[src/rtl/soa_pkg.sv]
// ----------------------------------------------------------------------------
// soa_pkg
// Shared types and codes for the slot owner allocator.
// ----------------------------------------------------------------------------
`default_nettype none

package soa_pkg;

  typedef enum logic [1:0] {
    MODE_ALLOC  = 2'd0,
    MODE_FREE   = 2'd1,
    MODE_DEFRAG = 2'd2,
    MODE_NOP    = 2'd3
  } mode_t;

  typedef enum logic [1:0] {
    STAT_OK        = 2'd0,
    STAT_NO_SPACE  = 2'd1,
    STAT_NO_WINDOW = 2'd2,
    STAT_BAD_OWNER = 2'd3
  } status_t;

  typedef enum logic [2:0] {
    ST_IDLE,
    ST_ALLOC,
    ST_FREE,
    ST_COUNT,
    ST_SEEK,
    ST_MOVE,
    ST_DONE
  } state_t;

  localparam int unsigned SIZE_W   = 9;
  localparam int unsigned OWNER_W  = 8;
  localparam int unsigned WSTART_W = 8;

endpackage

`default_nettype wire

[src/rtl/soa_cell.sv]
// ----------------------------------------------------------------------------
// soa_cell
// One slot of the owner ring: holds an owner id and takes its neighbor's
// value whenever the ring rotates.
// ----------------------------------------------------------------------------
`default_nettype none

module soa_cell #(
  parameter int unsigned OWNER_BITS = 8
) (
  input  wire logic                  clk,
  input  wire logic                  rst,
  input  wire logic                  shift,
  input  wire logic [OWNER_BITS-1:0] d,
  output logic      [OWNER_BITS-1:0] q
);

  always_ff @(posedge clk) begin
    if (rst) begin
      q <= '0;
    end else if (shift) begin
      q <= d;
    end
  end

endmodule

`default_nettype wire

[src/rtl/soa_ctrl.sv]
// ----------------------------------------------------------------------------
// soa_ctrl
// Sequencer at the head of the owner ring: decodes a word, runs any full
// rotations it needs, edits each slot as it passes, and registers the result.
// ----------------------------------------------------------------------------
`default_nettype none

module soa_ctrl #(
  parameter int unsigned SLOTS      = 256,
  parameter int unsigned OWNER_BITS = 8
) (
  input  wire logic                          clk,
  input  wire logic                          rst,
  input  wire logic                          in_valid,
  output logic                               in_ready,
  input  wire logic [1:0]                    mode,
  input  wire logic [soa_pkg::SIZE_W-1:0]    alloc_size,
  input  wire logic [soa_pkg::OWNER_W-1:0]   owner_id,
  output logic                               out_valid,
  input  wire logic                          out_ready,
  output logic [1:0]                         status,
  output logic [soa_pkg::SIZE_W-1:0]         free_count,
  output logic [soa_pkg::SIZE_W-1:0]         affected_count,
  output logic [soa_pkg::WSTART_W-1:0]       window_start,
  input  wire logic [OWNER_BITS-1:0]         head,
  output logic [OWNER_BITS-1:0]              tail,
  output logic                               ring_shift
);

  import soa_pkg::*;

  localparam int unsigned IW = (SLOTS > 1) ? $clog2(SLOTS) : 1;
  localparam int unsigned CW = $clog2(SLOTS + 1);
  localparam int unsigned NW = (CW > SIZE_W) ? CW : SIZE_W;
  localparam int unsigned XW = CW + 1;
  localparam logic [IW-1:0] LAST_POS = IW'(SLOTS - 1);

  state_t              state, state_next;
  logic [IW-1:0]       pos;
  logic [CW-1:0]       cnt, cnt_next;
  logic [CW-1:0]       run, run_next;
  logic [IW-1:0]       start, start_next;
  logic                found, found_next;
  logic [CW-1:0]       free, free_next;
  logic [OWNER_BITS-1:0] own;
  logic [SIZE_W-1:0]   want;
  status_t             res_status, res_status_next;

  logic [15:0]           owner_ext;
  logic [OWNER_BITS-1:0] own_in;
  logic                  accept;
  logic                  last;
  logic                  hit_own;
  logic                  hit_free;
  logic                  in_window;
  logic [XW-1:0]         pos_x;
  logic [XW-1:0]         diff_x;
  logic                  load_out;

  assign owner_ext = {8'd0, owner_id};
  assign own_in    = owner_ext[OWNER_BITS-1:0];
  assign accept    = in_valid && in_ready;
  assign last      = (pos == LAST_POS);
  assign hit_own   = (head == own);
  assign hit_free  = (head == '0);
  assign pos_x     = XW'(pos);
  assign diff_x    = pos_x - XW'(start);
  assign in_window = (pos >= start) && (diff_x < XW'(cnt));
  assign load_out  = (state == ST_DONE) && (!out_valid || out_ready);

  // next state
  always_comb begin
    state_next = state;
    case (state)
      ST_IDLE: begin
        if (in_valid) begin
          if (mode != MODE_NOP && own_in == '0) begin
            state_next = ST_DONE;
          end else begin
            case (mode)
              MODE_ALLOC: begin
                if (NW'(alloc_size) > NW'(free)) state_next = ST_DONE;
                else                              state_next = ST_ALLOC;
              end
              MODE_FREE:   state_next = ST_FREE;
              MODE_DEFRAG: state_next = ST_COUNT;
              default:     state_next = ST_DONE;
            endcase
          end
        end
      end
      ST_ALLOC, ST_FREE, ST_MOVE: begin
        if (last) state_next = ST_DONE;
      end
      ST_COUNT: begin
        if (last) state_next = (cnt_next == '0) ? ST_DONE : ST_SEEK;
      end
      ST_SEEK: begin
        if (last) state_next = found_next ? ST_MOVE : ST_DONE;
      end
      ST_DONE: begin
        if (!out_valid || out_ready) state_next = ST_IDLE;
      end
      default: state_next = ST_IDLE;
    endcase
  end

  // handshake and ring control
  always_comb begin
    in_ready   = (state == ST_IDLE);
    ring_shift = (state == ST_ALLOC) || (state == ST_FREE) || (state == ST_COUNT) ||
                 (state == ST_SEEK) || (state == ST_MOVE);
  end

  // per-slot edit at the ring head
  always_comb begin
    tail            = head;
    cnt_next        = cnt;
    run_next        = run;
    start_next      = start;
    found_next      = found;
    free_next       = free;
    res_status_next = res_status;
    case (state)
      ST_IDLE: begin
        cnt_next   = '0;
        run_next   = '0;
        start_next = '0;
        found_next = 1'b0;
        if (mode != MODE_NOP && own_in == '0) begin
          res_status_next = STAT_BAD_OWNER;
        end else if (mode == MODE_ALLOC && NW'(alloc_size) > NW'(free)) begin
          res_status_next = STAT_NO_SPACE;
        end else begin
          res_status_next = STAT_OK;
        end
      end
      ST_ALLOC: begin
        if (hit_free && NW'(cnt) < NW'(want)) begin
          tail     = own;
          cnt_next = cnt + 1'b1;
        end
        if (last) free_next = free - cnt_next;
      end
      ST_FREE: begin
        if (hit_own) begin
          tail     = '0;
          cnt_next = cnt + 1'b1;
        end
        if (last) free_next = free + cnt_next;
      end
      ST_COUNT: begin
        if (hit_own) cnt_next = cnt + 1'b1;
      end
      ST_SEEK: begin
        if (hit_free || hit_own) begin
          run_next = run + 1'b1;
          if (!found && run_next == cnt) begin
            found_next = 1'b1;
            start_next = IW'(pos_x + XW'(1) - XW'(cnt));
          end
        end else begin
          run_next = '0;
        end
        if (last && !found_next) begin
          res_status_next = STAT_NO_WINDOW;
          cnt_next        = '0;
        end
      end
      ST_MOVE: begin
        if (in_window)    tail = own;
        else if (hit_own) tail = '0;
      end
      default: ;
    endcase
  end

  always_ff @(posedge clk) begin
    if (rst) begin
      state      <= ST_IDLE;
      pos        <= '0;
      cnt        <= '0;
      run        <= '0;
      start      <= '0;
      found      <= 1'b0;
      free       <= CW'(SLOTS);
      own        <= '0;
      want       <= '0;
      res_status <= STAT_OK;
      out_valid  <= 1'b0;
    end else begin
      state      <= state_next;
      cnt        <= cnt_next;
      run        <= run_next;
      start      <= start_next;
      found      <= found_next;
      free       <= free_next;
      res_status <= res_status_next;
      if (accept) begin
        own  <= own_in;
        want <= alloc_size;
        pos  <= '0;
      end else if (ring_shift) begin
        pos <= last ? '0 : pos + 1'b1;
      end
      if (load_out)                    out_valid <= 1'b1;
      else if (out_valid && out_ready) out_valid <= 1'b0;
    end
  end

  always_ff @(posedge clk) begin
    if (load_out) begin
      status         <= res_status;
      free_count     <= SIZE_W'(free);
      affected_count <= SIZE_W'(cnt);
      window_start   <= WSTART_W'(start);
    end
  end

  a_free_bound: assert property (@(posedge clk) disable iff (rst)
    free <= CW'(SLOTS))
    else $error("free count above table size");

  a_pos_start: assert property (@(posedge clk) disable iff (rst)
    accept |=> (pos == '0))
    else $error("pass did not start at slot zero");

  a_move_ok: assert property (@(posedge clk) disable iff (rst)
    (state == ST_MOVE && last) |=> (state == ST_DONE && res_status == STAT_OK))
    else $error("compaction pass did not end ok");

  a_seek_size: assert property (@(posedge clk) disable iff (rst)
    (state == ST_SEEK) |-> (cnt != '0))
    else $error("window search with empty holding");

endmodule

`default_nettype wire

[src/rtl/slot_owner_allocator.sv]
// Owner-zero, too-large and unused-mode words go straight to their result;
// allocate and deallocate make a full rotation; defragment counts the holding,
// stops if it is empty, else seeks a window, then moves it if one is found.
// One word at a time, paced by full rotations of the slot ring;
// a stalled result holds off the next word.
// Reset: every slot is free and the free count equals SLOTS at once.
// ----------------------------------------------------------------------------
// slot_owner_allocator
// Slot owner table kept as a rotating ring of cells; a head sequencer edits
// each slot as it passes and reports one result word per input word.
// ----------------------------------------------------------------------------
`default_nettype none

module slot_owner_allocator #(
  parameter int unsigned SLOTS      = 256,
  parameter int unsigned OWNER_BITS = 8
) (
  input  wire logic                          clk,
  input  wire logic                          rst,
  input  wire logic                          in_valid,
  output logic                               in_ready,
  input  wire logic [1:0]                    mode,
  input  wire logic [soa_pkg::SIZE_W-1:0]    alloc_size,
  input  wire logic [soa_pkg::OWNER_W-1:0]   owner_id,
  output logic                               out_valid,
  input  wire logic                          out_ready,
  output logic [1:0]                         status,
  output logic [soa_pkg::SIZE_W-1:0]         free_count,
  output logic [soa_pkg::SIZE_W-1:0]         affected_count,
  output logic [soa_pkg::WSTART_W-1:0]       window_start
);

  import soa_pkg::*;

  logic [OWNER_BITS-1:0] slot_q [SLOTS];
  logic [OWNER_BITS-1:0] tail;
  logic                  ring_shift;

  // slot i takes slot i+1; the last cell takes the edited head value
  for (genvar i = 0; i < SLOTS; i++) begin : g_ring
    logic [OWNER_BITS-1:0] d;
    if (i == SLOTS - 1) begin : g_end
      assign d = tail;
    end else begin : g_mid
      assign d = slot_q[i+1];
    end
    soa_cell #(
      .OWNER_BITS (OWNER_BITS)
    ) u_cell (
      .clk   (clk),
      .rst   (rst),
      .shift (ring_shift),
      .d     (d),
      .q     (slot_q[i])
    );
  end

  soa_ctrl #(
    .SLOTS      (SLOTS),
    .OWNER_BITS (OWNER_BITS)
  ) u_ctrl (
    .clk            (clk),
    .rst            (rst),
    .in_valid       (in_valid),
    .in_ready       (in_ready),
    .mode           (mode),
    .alloc_size     (alloc_size),
    .owner_id       (owner_id),
    .out_valid      (out_valid),
    .out_ready      (out_ready),
    .status         (status),
    .free_count     (free_count),
    .affected_count (affected_count),
    .window_start   (window_start),
    .head           (slot_q[0]),
    .tail           (tail),
    .ring_shift     (ring_shift)
  );

endmodule

`default_nettype wire

[config.mk]
export PLATFORM = sky130hd
export DESIGN_NAME = slot_owner_allocator
export DESIGN_NICKNAME = d
export VERILOG_FILES = /design/src/rtl/soa_pkg.sv /design/src/rtl/soa_cell.sv /design/src/rtl/soa_ctrl.sv /design/src/rtl/slot_owner_allocator.sv
export SDC_FILE = /design/constraint.sdc
export NUM_CORES = 2
export LEC_CHECK = 0
export BUFFER_PORTS_ARGS = -buffer_cell sky130_fd_sc_hd__buf_2
export CAP_MARGIN = 20
export CORE_ASPECT_RATIO = 0.7
export CORE_UTILIZATION = 45
export DETAILED_ROUTE_END_ITERATION = 7
export GPL_TIMING_DRIVEN = 0
export PLACE_DENSITY = 0.72
export SLEW_MARGIN = 5
export SYNTH_ARGS = -nofsm -noshare
export SYNTH_HDL_FRONTEND = slang
export SYNTH_SLANG_ARGS = --single-unit
export TNS_END_PERCENT = 20
[constraint.sdc]
create_clock -name clk -period 13.75 [get_ports clk]
set_input_delay 1.375 -clock clk [delete_from_list [all_inputs] [get_ports clk]]
set_output_delay 1.375 -clock clk [all_outputs]
set_load 0.01 [all_outputs]
==> flow_summary.json <==
{
  "synthFlopType": "dfxtp_1",
  "period_minus_slack_ps": 5420,
  "regToRegEndpoint": "u_ctrl.free[8]$_SDFFE_PP1P_",
  "gp_congestion": 0.888,
  "postCtsHoldBufs": 0,
  "h-tree-depth": 4,
  "synth_enable_flop_cells": 28,
  "grt_pass1_vias": 56900,
  "holdPathEnd": "g_ring[47].u_cell.q[3]$_SDFFE_PP0P_",
  "post_cts_buffers": 0,
  "cp_max_fo": 11,
  "max-slew-margin-rel": 0.290,
  "worstSetupEndpointType": "flip-flop",
  "p_per_area_nw_per_um2": 159,
  "status": "finished clean",
  "routed_wirelength_um": 158000,
  "holdPathStages": 2,
  "wl_per_cell_um": 12.9,
  "grt_pass1_wl_um": 268000,
  "place_ws_ps": 8470,
  "fp-row-count": 125,
  "post-route-period-util": 0.394,
  "port_buffers": 51,
  "drtPass1Iterations": 6,
  "cts_buffers": 196,
  "yosys_warnings": 0,
  "yosysSeqAreaShare": 0.569,
  "leakagePower_nw": 27.1,
  "critPathKind": "reg2reg",
  "layout.nets": 9995,
  "cts.repair.resized": 0,
  "rsz0062_at_grt": "false",
  "finalPower_w": 0.0136,
  "area_delta_synth_final_pct": 12.9,
  "r2r_cells": 19,
  "final_antenna_net_count": 0,
  "vias_per_cell": 5.04,
  "syn_area_per_cell_um2": 7.86,
  "clk_latency_ps": 810,
  "arrival_ps": 6090,
  "cp_data_required_time_ps": 14420,
  "first_iter_violations": 4412,
  "cts_sinks": 2143,
  "drv_slew": 0,
  "min_from": "g_ring[48].u_cell.q[3]$_SDFFE_PP0P_",
  "peakVddDrop_mv": 0.120,
  "syn-num-nets": 9744,
  "grt.overflow.total": 0,
  "drcViolationCount": 0,
  "layout-drive-gt1-share": 0.0424,
  "ys_ff_latch": 2143,
  "synthArstFlopShare": 0,
  "via_count": 62000,
  "antenna_found_initial": 3,
  "fin_setup_tns_ps": 0,
  "synthCells": 9659,
  "clockRootBuffer": "clkbuf_16",
  "max_freq_ghz": 0.184,
  "antenna_cells": 0,
  "finalClockSkew_ps": 41.6,
  "cts_tree": "built",
  "clk_path_buf_depth": 3,
  "worst_pin_slew_ps": 1060,
  "final_area_um2": 85700,
  "layout_setup_ws_ps": 8330,
  "syn_area_um2": 75900,
  "reg2reg_setup_slack_ps": 8330,
  "fp.coreArea_um2": 167000,
  "hold_class": "reg2reg",
  "grt_max_degree": 29,
  "max_cap_viol_count": 0,
  "hold_viol": 0,
  "start_util": 0.455,
  "track_usage": 0.181,
  "r2r_start": "u_ctrl.cnt[1]$_SDFF_PP0_",
  "clkTransAtPathRegs_ps": 70,
  "worst_setup_path_start_kind": "flip-flop",
  "hpwl_um": 108000,
  "die_area_um2": 170000,
  "die_x_um": 493,
  "ios": 53,
  "placed_area_um2": 79000,
  "fp.dieH_um": 346,
  "ys_types": 78,
  "finalSetupViolations": 0
}
[critical path, stage by stage (launching register included)]
cell and delay (ps):
dfxtp_1 770, ha_1 210, nand2_1 50, o21ai_1 240, nand4_2 260, and3_1 230, buf_4 180, mux2i_1 220
ha_1 360, xnor2_1 150, o22ai_1 110, ha_1 380, a21o_1 190, a21oi_1 230, o21ai_0 170, o41ai_1 740
nor4b_1 330, mux2i_1 140, a311oi_1 250, a41oi_1 60
[Yosys cell counts, types with 3 or more instances]
library cell / count / share of area
a221o_1: 7 / 0.00092
nor3_1: 21 / 0.0014
nor4b_1: 4 / 0.00046
nand3_1: 26 / 0.0017
and3_1: 11 / 0.00091
xor2_1: 16 / 0.0018
mux2i_1: 6 / 0.00079
o21ai_0: 40 / 0.0026
fa_1: 3 / 0.00079
a31oi_1: 6 / 0.00049
nor2_1: 62 / 0.0031
nor2b_1: 8 / 0.00066
o41ai_1: 3 / 0.00035
a22oi_1: 4 / 0.00040
o22a_1: 4 / 0.00046
nand4_2: 5 / 0.00082
edfxtp_1: 28 / 0.011
a21o_1: 8 / 0.00079
o21ai_1: 4 / 0.00026
nand2_1: 4178 / 0.21
clkbuf_1: 672 / 0.033
xnor2_1: 42 / 0.0048
or3_1: 9 / 0.00074
a21oi_1: 2116 / 0.14
nand2b_1: 4 / 0.00033
or2_2: 3 / 0.00025
inv_1: 50 / 0.0025
a211oi_1: 8 / 0.00079
o21a_1: 8 / 0.00079
ha_1: 59 / 0.0097
o21bai_1: 4 / 0.00040
buf_1: 19 / 0.00094
dfxtp_1: 2115 / 0.56
nand4_1: 17 / 0.0014
buf_2: 16 / 0.0011
and2_1: 13 / 0.0011
nor4_1: 6 / 0.00049
[power breakdown]
part / total, W / switching (W) / internal, W
Clock: 0.00560 / 0.00237 / 0.00323
Sequential: 0.00624 / 0.0000106 / 0.00623
Combinational: 0.00180 / 0.00152 / 0.000285
Total: 0.0136 / 0.00390 / 0.00975
[registers in the layout, summed over array words and instances, names as in the netlist, 9 cells and up]
| register | count |
|---|---|
| u_ctrl.run | 9 |
| u_ctrl.free_count | 9 |
| u_ctrl.want | 9 |
| u_ctrl.cnt | 9 |
| u_ctrl.affected_count | 9 |
| u_ctrl.free | 9 |
| g_ring.u_cell.q | 2048 |
[worst max-delay path by stage]
stage	from	end	slack, ps	cells after the start
2_1_floorplan	u_ctrl.want[6]$_SDFFE_PP0P_	u_ctrl.free[8]$_SDFFE_PP1P_	9340	20
3_3_place_gp	u_ctrl.cnt[1]$_SDFF_PP0_	u_ctrl.free[8]$_SDFFE_PP1P_	8690	19
3_5_place_dp	u_ctrl.cnt[1]$_SDFF_PP0_	u_ctrl.free[8]$_SDFFE_PP1P_	8470	19
4_1_cts	u_ctrl.cnt[1]$_SDFF_PP0_	u_ctrl.free[8]$_SDFFE_PP1P_	8420	19
5_1_grt	u_ctrl.cnt[1]$_SDFF_PP0_	u_ctrl.free[8]$_SDFFE_PP1P_	7870	19
6_report	u_ctrl.cnt[1]$_SDFF_PP0_	u_ctrl.free[8]$_SDFFE_PP1P_	8330	19
[cell families (layout without fill, tap and decap cells)]
family	Yosys count	in the layout	synth area share
adders and majority gates	62	62	0.0105
AOI/OAI and AO/OA	2238	2238	0.151
xor gates and xnor gates	59	59	0.00691
muxes	7	7	0.000973
buffers and inverters	766	1178	0.0390
and+or+nand+nor	4384	4384	0.222
DFF	2143	2143	0.569
[through the flow]
stage,util,instances,hold slack (ps)
3_3_place_gp,0.473,11900,421
5_1_grt,0.514,12300,426
6_report,0.514,12300,416
4_1_cts,0.514,12300,415
3_5_place_dp,0.474,11900,417
2_1_floorplan,-,9659,408
[area by class of cell]
type	instances	area (um2)
fillers	15300	81000
flip-flops and latches	2143	43200
multi-input cells	6750	29800
clock buffers	281	5760
well taps	2222	2780
plain buffers	714	2760
clock inverters	78	987
repair buffers	53	275
inverters	52	195
[routing by layer]
layer  global-route usage  vias to the layer above  wire (um)
met4               0.0479                        0       2720
met1                0.266                    28900      80400
met5                    0                        -          0
met2                0.275                     1094      67500
li1                     -                    31700          -
met3               0.0295                      208       7460
[placed cells by master (no fill, tap or decap), drive strengths merged, types with 21 or more instances in the layout]
master and n:
o21ai 45, ha 59, edfxtp 28, nor3 21, nor2 63, xnor2 43
nand3 26, nand2 4178, clkinv 38, a21oi 2117, clkbuf 955, inv 65
nand4 22, dfxtp 2115, buf 93
(Power assumes the default switching activity.)
